[src/design/rbf_pkg.sv]
`default_nettype none
package rbf_pkg;
	localparam logic [1:0] ST_OK        = 2'd0;
	localparam logic [1:0] ST_NOT_READY = 2'd1;
	localparam logic [1:0] ST_RANGE     = 2'd2;

	localparam logic CMD_LOAD  = 1'b0;
	localparam logic CMD_QUERY = 1'b1;

	localparam logic [2:0] REG_CENTERS = 3'd0;
	localparam logic [2:0] REG_BASIS   = 3'd1;
	localparam logic [2:0] REG_PCONST  = 3'd2;
	localparam logic [2:0] REG_PX      = 3'd3;
	localparam logic [2:0] REG_PY      = 3'd4;
	localparam logic [2:0] REG_PZ      = 3'd5;
	localparam logic [2:0] REG_READY   = 3'd6;

	typedef struct packed {
		logic [10:0] centers_in_use;
		logic        basis_select;
		logic [31:0] poly_const;
		logic [31:0] poly_x;
		logic [31:0] poly_y;
		logic [31:0] poly_z;
		logic        model_ready;
	} cfg_t;

	typedef struct packed {
		logic        cmd;
		logic [1:0]  status;
		logic [9:0]  entry_index;
		logic [31:0] coord_x;
		logic [31:0] coord_y;
		logic [31:0] coord_z;
		logic [31:0] weight_in;
	} entry_t;
endpackage
`default_nettype wire

[src/design/rbf_front.sv]
`default_nettype none
module rbf_front #(
	parameter int MAX_CENTERS = 1024
) (
	input  wire logic           clk,
	input  wire logic           arst_n,
	input  wire logic           in_valid,
	output logic                in_ready,
	input  wire logic           cmd,
	input  wire logic [9:0]     entry_index,
	input  wire logic [31:0]    coord_x,
	input  wire logic [31:0]    coord_y,
	input  wire logic [31:0]    coord_z,
	input  wire logic [31:0]    weight_in,
	input  wire logic           model_ready,
	output logic                q_valid,
	output rbf_pkg::entry_t     q_data,
	input  wire logic           q_pop
);
	rbf_pkg::entry_t fifo_q [2];
	logic            rd_ptr_q, wr_ptr_q;
	logic [1:0]      cnt_q;
	rbf_pkg::entry_t ent;
	logic            push;

	always_comb begin
		ent.cmd         = cmd;
		ent.entry_index = entry_index;
		ent.coord_x     = coord_x;
		ent.coord_y     = coord_y;
		ent.coord_z     = coord_z;
		ent.weight_in   = weight_in;
		ent.status      = rbf_pkg::ST_OK;
		if (cmd == rbf_pkg::CMD_QUERY) begin
			if (!model_ready) ent.status = rbf_pkg::ST_NOT_READY;
		end else if ({7'd0, entry_index} >= 17'(MAX_CENTERS)) begin
			ent.status = rbf_pkg::ST_RANGE;
		end
	end

	assign in_ready = (cnt_q != 2'd2);
	assign push     = in_valid && in_ready;
	assign q_valid  = (cnt_q != 2'd0);
	assign q_data   = fifo_q[rd_ptr_q];

	always_ff @(posedge clk) begin
		if (push) fifo_q[wr_ptr_q] <= ent;
	end

	always_ff @(posedge clk or negedge arst_n) begin
		if (!arst_n) begin
			rd_ptr_q <= 1'b0;
			wr_ptr_q <= 1'b0;
			cnt_q    <= 2'd0;
		end else begin
			if (push) wr_ptr_q <= !wr_ptr_q;
			if (q_pop) rd_ptr_q <= !rd_ptr_q;
			cnt_q <= cnt_q + {1'b0, push} - {1'b0, q_pop};
		end
	end
endmodule
`default_nettype wire

[config.mk]
export PLATFORM = sky130hd
export DESIGN_NAME = rbf_front
export DESIGN_NICKNAME = d
export VERILOG_FILES = /design/src/design/rbf_pkg.sv /design/src/design/rbf_front.sv
export SDC_FILE = /design/constraint.sdc
export NUM_CORES = 1
export LEC_CHECK = 0
export BUFFER_PORTS_ARGS = -buffer_cell sky130_fd_sc_hd__buf_2
export CORE_MARGIN = 1.5
export CORE_UTILIZATION = 43
export CTS_CLUSTER_DIAMETER = 80
export DETAILED_ROUTE_END_ITERATION = 10
export PLACE_DENSITY = 0.67
export SYNTH_ARGS = -nofsm -noshare
export SYNTH_HDL_FRONTEND = slang
export SYNTH_SLANG_ARGS = --single-unit
[constraint.sdc]
create_clock -name clk -period 8.9 [get_ports clk]
set_clock_uncertainty 0.15 [all_clocks]
set_input_delay 1.335 -clock clk [delete_from_list [all_inputs] [get_ports clk]]
set_output_delay 1.335 -clock clk [all_outputs]
set_load 0.03 [all_outputs]
* Word level (Yosys, flattened, before mapping)
Memory sizes are Yosys's and may differ from the RTL's. Index checks and enable logic that the tools add are counted.
Storage, ports and cells: memories 1, latch bits 0, bits in read-only memories 0, register bits after elaboration 4, output and inout bits 143, memory bits (writable) 282, bits of input ports 144
Memory list:
- fifo_q | depth 2, width 141, read ports 1, clocked after memory_dff 0, write ports 1, RTL line rbf_front.sv:20 | rbf_pkg::entry_t fifo_q [2];
Operators by class: add/subtract/negate cells 2, $lt $le $gt $ge 0, bitwise operators 0, reductions and logical operators 4, multiply operators 0, muxes and demuxes 4, divide/modulo/power cells 0, equal/unequal tests 1, shifts and indexed selects 0
Operators by type and width (count):
- 1-bit two-way mux | 3
- 2-bit by 1-bit adder with 2-bit output | 1
- 1-bit zero test | 2
- 2-bit two-way mux | 1
- 2-bit inequality test (second input constant) | 1
- 2-bit nonzero test | 1
- 2-bit by 1-bit subtractor with 2-bit output | 1
- 1-bit logical AND | 1

* Longest topological paths before layout
Gate-level depths: netlist (run 1).
word-level depth 4, depth in mapped cells 5

* Worst setup path after synthesis (run 1)
Ideal clock, no wire load.
kind input port to flip-flop, start point input in_valid, end point memory fifo_q[0][0] in the netlist's numbering (enable), cell stages on the path 2, required time 8108 ps, path buffers 0, library setup time 642 ps, path slack 842 ps, data arrival time 7266 ps, cell sequence nand2_1 nor2_1
On the way: cells in the longest elaborated chain, start to end 3
Ends and longest elaborated chain:
- start, declared | RTL line rbf_front.sv:7 | input wire logic in_valid,
- 1-bit logical AND | RTL line rbf_front.sv:42 | assign push = in_valid && in_ready;
- 1-bit two-way mux | RTL line rbf_front.sv:47 | if (push) fifo_q[wr_ptr_q] <= ent;
- 1-bit two-way mux (implied by the code) | RTL line rbf_front.sv:47
- end, declared | RTL line rbf_front.sv:20
No other way between the ends.

==> results.md, run 1 <==
- VDD IR max: 0.255 mV
- H-tree Lvls: 1
- Flop pwr share: 0.397
- # hold bufs at CTS: 0
- Power Density: 364 nW/um2
- Area grow syn2layout: 24.7%
- Vias per cell: 4.71
- M3 GR Usage: 0.0470
- Clk slew on worst S/H paths: 0.06 ns
- Die height: 161 um
- F_max: 0.239 GHz
- Crit path DAT: 2.70 ns
- Final Critical Period: 4.18 ns
- Fraction of layout cells with a size suffix above 1: 0.613
- Cell internal pwr: 3.16 mW
- Via count: 5217
- Root buf cell: clkbuf_16
- DP Wirelength: 12700 um
- Met1 Use GR: 0.168
- Cts bufs inserted: 29
- CP max FO: 68
- Finish-stage setup viols: 0
- FP Rows: 57
- Net Sw Frac: 0.349
- Die area: 25800 um2
- Router iterations before antenna repair: 4
- CTS tree: built
- Total track usage: 0.142
- Critical Path End Type: output port
- Worst hold path class: flip-flop to flip-flop
- Grt total ovfl: 0
- DRC violations left: 0
- Commonest cells after routing, fill and taps aside: buf_2 (285), edfxtp_1 (280), mux2_4 (90)
- Post-Synthesis Cells: 456
- # fillers: 1879
- Status: finished clean
- Number of max-cap violations: 0
- Antenna Nets Post-Route: 0
- Largest net degree at the start of global routing: 76
- Post-Synthesis Mean Instance Area: 23.4 um2
- Leak: 5.22 nW
- Worst hold slack: 0.421 ns
- CP required: 7.41 ns
- Starting DRT DRC Count: 229
- Tightest Pin Transition: 1.08 ns
- I/O pin count: 287
- Vias in the first global route: 5531
- Final wirelength: 19200 um
- First-pass GRT wire length: 28800 um
- Final Wtd Congestion: 0.744
- #FFs+latches synth: 284
- Synth cell types: 20
- Setup_tns: 0 ns
- Final hold violation count: 0
- Clock power frac: 0.233
- Register area share after synthesis: 0.796
- Post-CTS Setup Inserts: 0
- Net count after synthesis: 601
- P_sw: 1.69 mW
- Clk sinks: 284
- Commonest non-fill, non-tap cell in the layout: buf_2
- Cts repair resizes: 0
- Combinational share of power: 0.370
- RSZ-0062 raised after global routing: no
- Tcrit/Tclk final: 0.470
- Synth Cell Area: 10700 um2
- Syn. warnings: 0
- Routed WL per cell: 17.4 um
- GR Util met2: 0.247
- Top Usage Layer GRT: met2
- Relative slew slack: 0.283
- CORE AREA: 24300 um2
- Critical setup path kind: flip-flop to output port
- Horiz. Die Dim: 161 um
- Antenna violations before repair: 1
- Input/output buffers: 285
- Initial Utilization: 0.439
- Clock latency on the worst-skew pair: 0.52 ns
- # nets final: 905
- Worst Setup Start Kind: flip-flop
- Bufs on Longest Clock Path: 3
- Final Max Slew Viols: 0
metal layers:
metal / up-vias / part of all wire
met5: - / 0.00052
met4: 2 / 0.021
met2: 208 / 0.50
met3: 35 / 0.089
met1: 2551 / 0.39
li1: 2421 / -
critical path, cell delays in order, from the launching register on:
cell     delay (ns)
dfrtp_4        0.64
buf_4          0.83
mux2_2         0.42
buf_2          0.18
Yosys cell counts:
| master | number | area [um2] |
|---|---|---|
| a21bo_2 | 1 | 10.0 |
| ha_1 | 1 | 12.5 |
| buf_4 | 1 | 7.51 |
| and3_1 | 1 | 6.26 |
| buf_6 | 10 | 113 |
| nor2_1 | 2 | 7.51 |
| xor2_1 | 1 | 8.76 |
| nor2b_1 | 1 | 6.26 |
| mux2_2 | 50 | 563 |
| buf_2 | 5 | 25.0 |
| a22oi_1 | 1 | 7.51 |
| mux2_4 | 90 | 1350 |
| nand2b_1 | 1 | 6.26 |
| conb_1 | 1 | 3.75 |
| nand2_1 | 1 | 3.75 |
| xnor2_1 | 3 | 26.3 |
| edfxtp_1 | 280 | 8410 |
| or2_2 | 1 | 6.26 |
| dfrtp_1 | 4 | 100 |
| buf_8 | 1 | 15.0 |
area by class of cell:
cell class,count,area (um2),area share
clock buffers,37,796,0.0597
diodes,1,2.50,0.000188
flip-flops and latches,284,8510,0.639
well taps,324,405,0.0304
multi-input cells,155,2030,0.152
repair buffers,290,1460,0.110
clock inverters,16,115,0.00864
stage by stage:
step           instance area [um2]   util  power [mW]  worst slack, ns  std cells
2_1_floorplan                10700      -        3.39            0.842        456
3_3_place_gp                 12400  0.510        3.73             5.03       1053
3_5_place_dp                 12400  0.510        3.77             4.92       1053
4_1_cts                      13300  0.548        4.91             4.65       1106
5_1_grt                      13300  0.548        5.05             4.57       1106
6_report                     13300  0.548        4.85             4.72       1107
power groups by stage:
stage | sequential (mW) | clock (mW) | combinational [mW]
2_1_floorplan | 1.96 | 0 | 1.42
3_3_place_gp | 1.94 | 0 | 1.80
3_5_place_dp | 1.96 | 0 | 1.82
4_1_cts | 1.93 | 1.16 | 1.82
5_1_grt | 1.95 | 1.22 | 1.88
6_report | 1.92 | 1.13 | 1.79
state kept, by name (all words and copies together) (netlist names):
| register | cells |
|---|---|
| rd_ptr_q | 1 |
| wr_ptr_q | 1 |
| fifo_q | 280 |
| cnt_q | 2 |
kinds of logic (layout without fill, tap and decap cells):
logic type / count (synthesis) / count (layout) / share of synthesized area
xor+xnor: 4 / 4 / 0.00328
mux: 140 / 140 / 0.179
buf+inv: 17 / 343 / 0.0150
other cells: 1 / 2 / 0.000351
fa+ha+maj: 1 / 1 / 0.00117
simple gates: 7 / 7 / 0.00340
compound gates: 2 / 2 / 0.00164
flops: 284 / 284 / 0.796
worst paths after layout:
check                      slack, ns                  from  cells after the start                       end
min in group asynchronous       0.46                arst_n                      1        cnt_q[1]$_DFF_PN0_
max in group asynchronous       8.01                arst_n                      1      rd_ptr_q$_DFFE_PN0P_
max                             4.72  rd_ptr_q$_DFFE_PN0P_                      3                q_data[22]
min reg2reg                     0.42  wr_ptr_q$_DFFE_PN0P_                      1      wr_ptr_q$_DFFE_PN0P_
max reg2reg                     5.86    cnt_q[0]$_DFF_PN0_                      5  fifo_q[0][132]$_DFFE_PP_
min                             0.42  wr_ptr_q$_DFFE_PN0P_                      1      wr_ptr_q$_DFFE_PN0P_
No activity file was read; power rests on OpenSTA's default activity.
==> run 2, diff against run 1 <==
Settings changed: ABC_AREA set to 1.
Clock period 8.9 ns to 3.9 ns, I/O delays scaled along.
==> results.md, run 2 <==
- Status: finished clean
- Commonest cells after routing, fill and taps aside: buf_2 (285), edfxtp_1 (280), mux2_4 (90)
- Hold path start: coord_y[23]
- Leak: 5.31 nW
- Root buf cell: clkbuf_16
- First-pass GRT wire length: 31000 um
- Cell taking the most area after synthesis: edfxtp_1
- Most flops, register: fifo_q
- DP Wirelength: 13800 um
- Dpl cells: 1072
- Vias per cell: 4.73
- Critical Path End Type: output port
- Final hold violation count: 0
- Largest net degree at the start of global routing: 56
- Hold Path End: fifo_q[1][87]$_DFFE_PP_
- Finish-stage setup viols: 0
- Antenna violations before repair: 2
- Horiz. Die Dim: 161 um
- DRC violations left: 0
- Synth cell types: 17
- Final wirelength: 20300 um
- # nets final: 925
- Post-Synthesis Cells: 467
- Post-Synthesis Mean Instance Area: 22.9 um2
- Area grow syn2layout: 25.5%
- Total track usage: 0.153
- CORE AREA: 24400 um2
- RSZ-0062 raised after global routing: no
- Syn. warnings: 0
- Via count: 5318
- Cts bufs inserted: 29
- Routed WL per cell: 18.1 um
- Cell internal pwr: 7.26 mW
- Worst hold path class: input pin to flip-flop
- CP peak stage delay: 0.96 ns
- FP Rows: 57
- Placement-stage cell area: 12500 um2
- H-tree Lvls: 1
- Fraction of layout cells with a size suffix above 1: 0.600
- Power Density: 829 nW/um2
- Async S/R FF share, synth: 0.0141
- Critical setup path kind: flip-flop to output port
- Slowest CP cell: dfrtp_4
- Dpl ws: 1.28 ns
- Final Max Slew Viols: 0
- Crit path DAT: 2.38 ns
- Cts repair resizes: 0
- Worst r2r dst: fifo_q[1][66]$_DFFE_PP_
- Net count after synthesis: 612
- Post-route insts no fill: 1125
- Cell Chain, Critical Path: buf_4, mux2_4, buf_2
- Dominant synthesized flop cell: edfxtp_1
- Relative slew slack: 0.459
- Vias in the first global route: 5628
- Worst Setup Start Kind: flip-flop
- Grt total ovfl: 0
- Post-synth EDFFs: 280
- Final Wtd Congestion: 0.757
- Die height: 161 um
- F_max: 0.322 GHz
- Biggest regs: fifo_q x280, cnt_q x2
- Tcrit/Tclk final: 0.797
- Largest register FFs: 280
- Die area: 25800 um2
- Clk slew on worst S/H paths: 0.06 ns
- Top cells by area, synth: edfxtp_1 (79%), mux2_4 (13%), mux2_2 (5.3%)
- Commonest non-fill, non-tap cell in the layout: buf_2
- Clk sinks: 284
- Initial Utilization: 0.439
- #FFs+latches synth: 284
- Clock power frac: 0.234
- Share of the synthesized area in the top cell type: 0.786
- Tightest Pin Transition: 0.812 ns
- Register area share after synthesis: 0.795
- I/O pin count: 287
- CTS tree: built
- Finished Cell Area: 13400 um2
- Clock latency on the worst-skew pair: 0.52 ns
- Final Critical Period: 3.11 ns
- P_sw: 3.86 mW
- Post-route setup slack: 0.790 ns
- Bufs on Longest Clock Path: 3
- Antenna Nets Post-Route: 0
- Hold path depth: 1
- Worst hold slack: 0.0974 ns
- Flop-to-flop setup slack: 1.80 ns
- Starting DRT DRC Count: 280
- Router iterations before antenna repair: 4
- VDD IR max: 0.559 mV
- Synth top cells by count: edfxtp_1 (280), mux2_4 (90), mux2_2 (50)
- Input/output buffers: 285
- Synth Cell Area: 10700 um2
- Reg2reg path depth: 4
- Flop pwr share: 0.400
- Origin of the critical flop-to-flop path: cnt_q[1]$_DFF_PN0_
- CP max FO: 54
- CP required: 3.16 ns
- Net Sw Frac: 0.347
- Combinational share of power: 0.367
- Cell with the most instances after synthesis: edfxtp_1
- Number of max-cap violations: 0
==> run 2: repair_timing <==
action | in CTS | in global routing
setup endpoints to repair | 0 | 0
endpoints found under the hold margin | 4 | 0
buffers inserted | 0 | 0
hold buffers | 1 | 0
==> run 2: cell families (layout without fill, tap and decap cells) <==
kind of cell	Yosys count	count (layout)	synth area share
flops	284	284	0.795
simple gates	16	16	0.00608
buf+inv	23	356	0.0171
compound gates	1	1	0.000467
xor+xnor	1	1	0.000819
other cells	1	2	0.000350
mux	140	140	0.179
fa+ha+maj	1	1	0.00117
==> run 2: area by class of cell <==
type | count | area [um2]
Antenna cell | 1 | 2.50
Clock buffer | 34 | 744
Clock inverter | 17 | 154
Fill cell | 1957 | 11000
Inverter | 6 | 22.5
Multi-Input combinational cell | 160 | 2020
Sequential cell | 284 | 8510
Tap cell | 324 | 405
Timing Repair Buffer | 299 | 1560
==> run 2: through the flow <==
step | util | setup TNS [ns] | total power, mW
2_1_floorplan | - | -338.88 | 7.66
3_3_place_gp | 0.513 | 0 | 8.56
3_5_place_dp | 0.513 | 0 | 8.65
4_1_cts | 0.550 | 0 | 11.3
5_1_grt | 0.550 | 0 | 11.6
6_report | 0.550 | 0 | 11.1
==> run 2: how the worst max path moves through the flow <==
| stage | slack (ns) | start | cells after the start | endpoint |
|---|---|---|---|---|
| finish | 0.79 | rd_ptr_q$_DFFE_PN0P_ | 3 | q_data[68] |
| global route | 0.65 | rd_ptr_q$_DFFE_PN0P_ | 3 | q_data[69] |
| CTS | 0.72 | rd_ptr_q$_DFFE_PN0P_ | 3 | q_data[87] |
| detailed placement | 1.28 | rd_ptr_q$_DFFE_PN0P_ | 3 | q_data[87] |
| global placement | 1.31 | rd_ptr_q$_DFFE_PN0P_ | 3 | q_data[61] |
| floorplan | -1.22 | cnt_q[1]$_DFF_PN0_ | 3 | fifo_q[1][0]$_DFFE_PP_ |
==> run 2: worst max-delay path: cells and delay by family (launching register included) <==
| kind | cells | cell delay (ns) |
|---|---|---|
| buffers and inverters | 2 | 0.56 |
| DFF | 1 | 0.96 |
| muxes | 1 | 0.32 |
==> run 2: per-layer routing <==
layer / vias to the layer above / part of all wire / GRT usage
met4: 2 / 0.016 / 0.0421
li1: 2465 / - / -
met3: 27 / 0.082 / 0.0393
met1: 2598 / 0.41 / 0.197
met5: - / 0.00059 / 0
met2: 226 / 0.49 / 0.258
==> run 2: power groups by stage <==
stage / Combinational [mW] / Sequential (mW) / Clock, mW
after detailed placement: 4.13 / 4.52 / 0
after CTS: 4.14 / 4.46 / 2.68
after floorplan: 3.24 / 4.42 / 0
after global routing: 4.29 / 4.51 / 2.79
after global placement: 4.08 / 4.48 / 0
final: 4.08 / 4.44 / 2.60
==> run 3, diff against run 2 <==
Clock period 3.9 ns to 3 ns, I/O delays scaled along.
==> results.md, run 3 (synthesis results as in run 2) <==
- Initial Utilization: 0.439
- Starting DRT DRC Count: 304
- First-pass GRT wire length: 33000 um
- Power Density: 989 nW/um2
- Slowest CP cell: dfrtp_4
- Worst hold path class: input pin to flip-flop
- RSZ-0062 raised after global routing: no
- Antenna violations before repair: 0
- Finished Cell Area: 14900 um2
- Antenna diodes: 0
- Vias in the first global route: 6463
- Total track usage: 0.161
- Final hold violation count: 0
- Number of max-cap violations: 0
- Via count: 5930
- Cts bufs inserted: 30
- Routed WL per cell: 17.0 um
- I/O pin count: 287
- Input/output buffers: 285
- Biggest regs: fifo_q x280, cnt_q x2
- Worst Setup Start Kind: flip-flop
- Crit path DAT: 2.23 ns
- P_sw: 5.13 mW
- CP required: 2.40 ns
- Reg2reg path depth: 4
- CP peak stage delay: 0.70 ns
- Origin of the critical flop-to-flop path: cnt_q[1]$_DFF_PN0_
- Grt total ovfl: 0
- Hold path depth: 2
- F_max: 0.354 GHz
- Relative slew slack: 0.614
- Critical setup path kind: flip-flop to output port
- Hold Path End: fifo_q[1][138]$_DFFE_PP_
- Horiz. Die Dim: 161 um
- Commonest cells after routing, fill and taps aside: buf_2 (285), edfxtp_1 (280), dlygate4sd3_1 (141)
- Antenna Nets Post-Route: 0
- Finish-stage setup viols: 0
- CTS tree: built
- Layout Utilization: 0.612
- Area grow syn2layout: 39.5%
- VDD IR max: 0.760 mV
- # nets final: 1065
- Final wirelength: 21500 um
- Largest net degree at the start of global routing: 72
- Bufs on Longest Clock Path: 3
- Flop pwr share: 0.386
- Post-CTS Setup Inserts: 0
- Clock latency on the worst-skew pair: 0.53 ns
- Clock power frac: 0.232
- Cell internal pwr: 9.63 mW
- Most flops, register: fifo_q
- Net Sw Frac: 0.348
- Tightest Pin Transition: 0.577 ns
- Clk slew on worst S/H paths: 0.06 ns
- Router iterations before antenna repair: 4
- Final Critical Period: 2.83 ns
- Vias per cell: 4.69
- Leak: 5.93 nW
- CORE AREA: 24400 um2
- Root buf cell: clkbuf_16
- Status: finished clean
- Final Wtd Congestion: 0.758
- DP Wirelength: 13400 um
- Fraction of layout cells with a size suffix above 1: 0.512
- CP max FO: 55
- H-tree Lvls: 1
- Die height: 161 um
- Largest register FFs: 280
- Placement-stage cell area: 12600 um2
- Flop-to-flop setup slack: 1.05 ns
- Cell Chain, Critical Path: buf_12, mux2_2, buf_2
- Worst hold slack: 0.0564 ns
- Final Max Slew Viols: 0
- Hold path start: model_ready
- DRC violations left: 0
- Clk sinks: 284
- Die area: 25800 um2
- Combinational share of power: 0.382
- Critical Path End Type: output port
- Commonest non-fill, non-tap cell in the layout: buf_2
- FP Rows: 57
- Tcrit/Tclk final: 0.942
- Worst r2r dst: fifo_q[1][31]$_DFFE_PP_
==> run 3: changes by cell type in the layout (fill, tap and decap cells not counted), sizes merged <==
cell         delta
buf             -1
bufinv          -1
clkbuf          +1
clkinv          +1
diode           -1
dlygate4sd3   +140
==> run 3: power groups by stage <==
stage	sequential [mW]	clock (mW)	combinational [mW]
floorplan	5.69	0	4.23
global placement	5.74	0	5.43
detailed placement	5.78	0	5.52
CTS	5.71	3.51	5.68
global route	5.77	3.68	5.92
finish	5.70	3.42	5.63
==> run 3: timing repair <==
item,4_1_cts,5_1_grt
setup endpoints to repair,0,0
hold buffers,141,0
resized for setup,0,0
hold endpoints to repair,283,0
==> run 3: how the worst max path moves through the flow <==
| stage | start | to | cells after the start |
|---|---|---|---|
| after floorplan | cnt_q[1]$_DFF_PN0_ | fifo_q[1][0]$_DFFE_PP_ | 3 |
| final | rd_ptr_q$_DFFE_PN0P_ | q_data[19] | 3 |
| after global routing | rd_ptr_q$_DFFE_PN0P_ | q_data[19] | 3 |
| after CTS | rd_ptr_q$_DFFE_PN0P_ | q_data[130] | 3 |
| after global placement | rd_ptr_q$_DFFE_PN0P_ | q_data[130] | 3 |
| after detailed placement | rd_ptr_q$_DFFE_PN0P_ | q_data[130] | 3 |
==> run 3: metrics by stage <==
step / TNS, ns / total power [mW] / setup WS [ns] / instances
final: 0 / 14.8 / 0.173 / 1264
after global routing: 0 / 15.4 / 0.0960 / 1264
after CTS: 0 / 14.9 / 0.146 / 1264
after detailed placement: 0 / 11.3 / 0.737 / 1071
after global placement: 0 / 11.2 / 0.773 / 1071
after floorplan: -78.63 / 9.92 / -0.295 / 467
==> run 3: worst max-delay path, delay by kind of cell, from the launching register on <==
family | cells | cell delay (ns)
flops | 1 | 0.70
buf+inv | 2 | 0.54
mux | 1 | 0.41
==> run 3: per-layer routing <==
metal	vias up	routed length, um	track usage
li1	2747	-	-
met1	2889	8370	0.193
met2	239	10900	0.285
met3	55	1560	0.0387
met4	0	666	0.0581
met5	-	0	0
==> run 3: layout make-up <==
| class | instances | area [um2] |
|---|---|---|
| Clock buffer | 35 | 791 |
| Clock inverter | 17 | 130 |
| Fill cell | 1780 | 9460 |
| Inverter | 6 | 22.5 |
| Multi-Input combinational cell | 160 | 2040 |
| Sequential cell | 284 | 8510 |
| Tap cell | 324 | 405 |
| Timing Repair Buffer | 438 | 3030 |
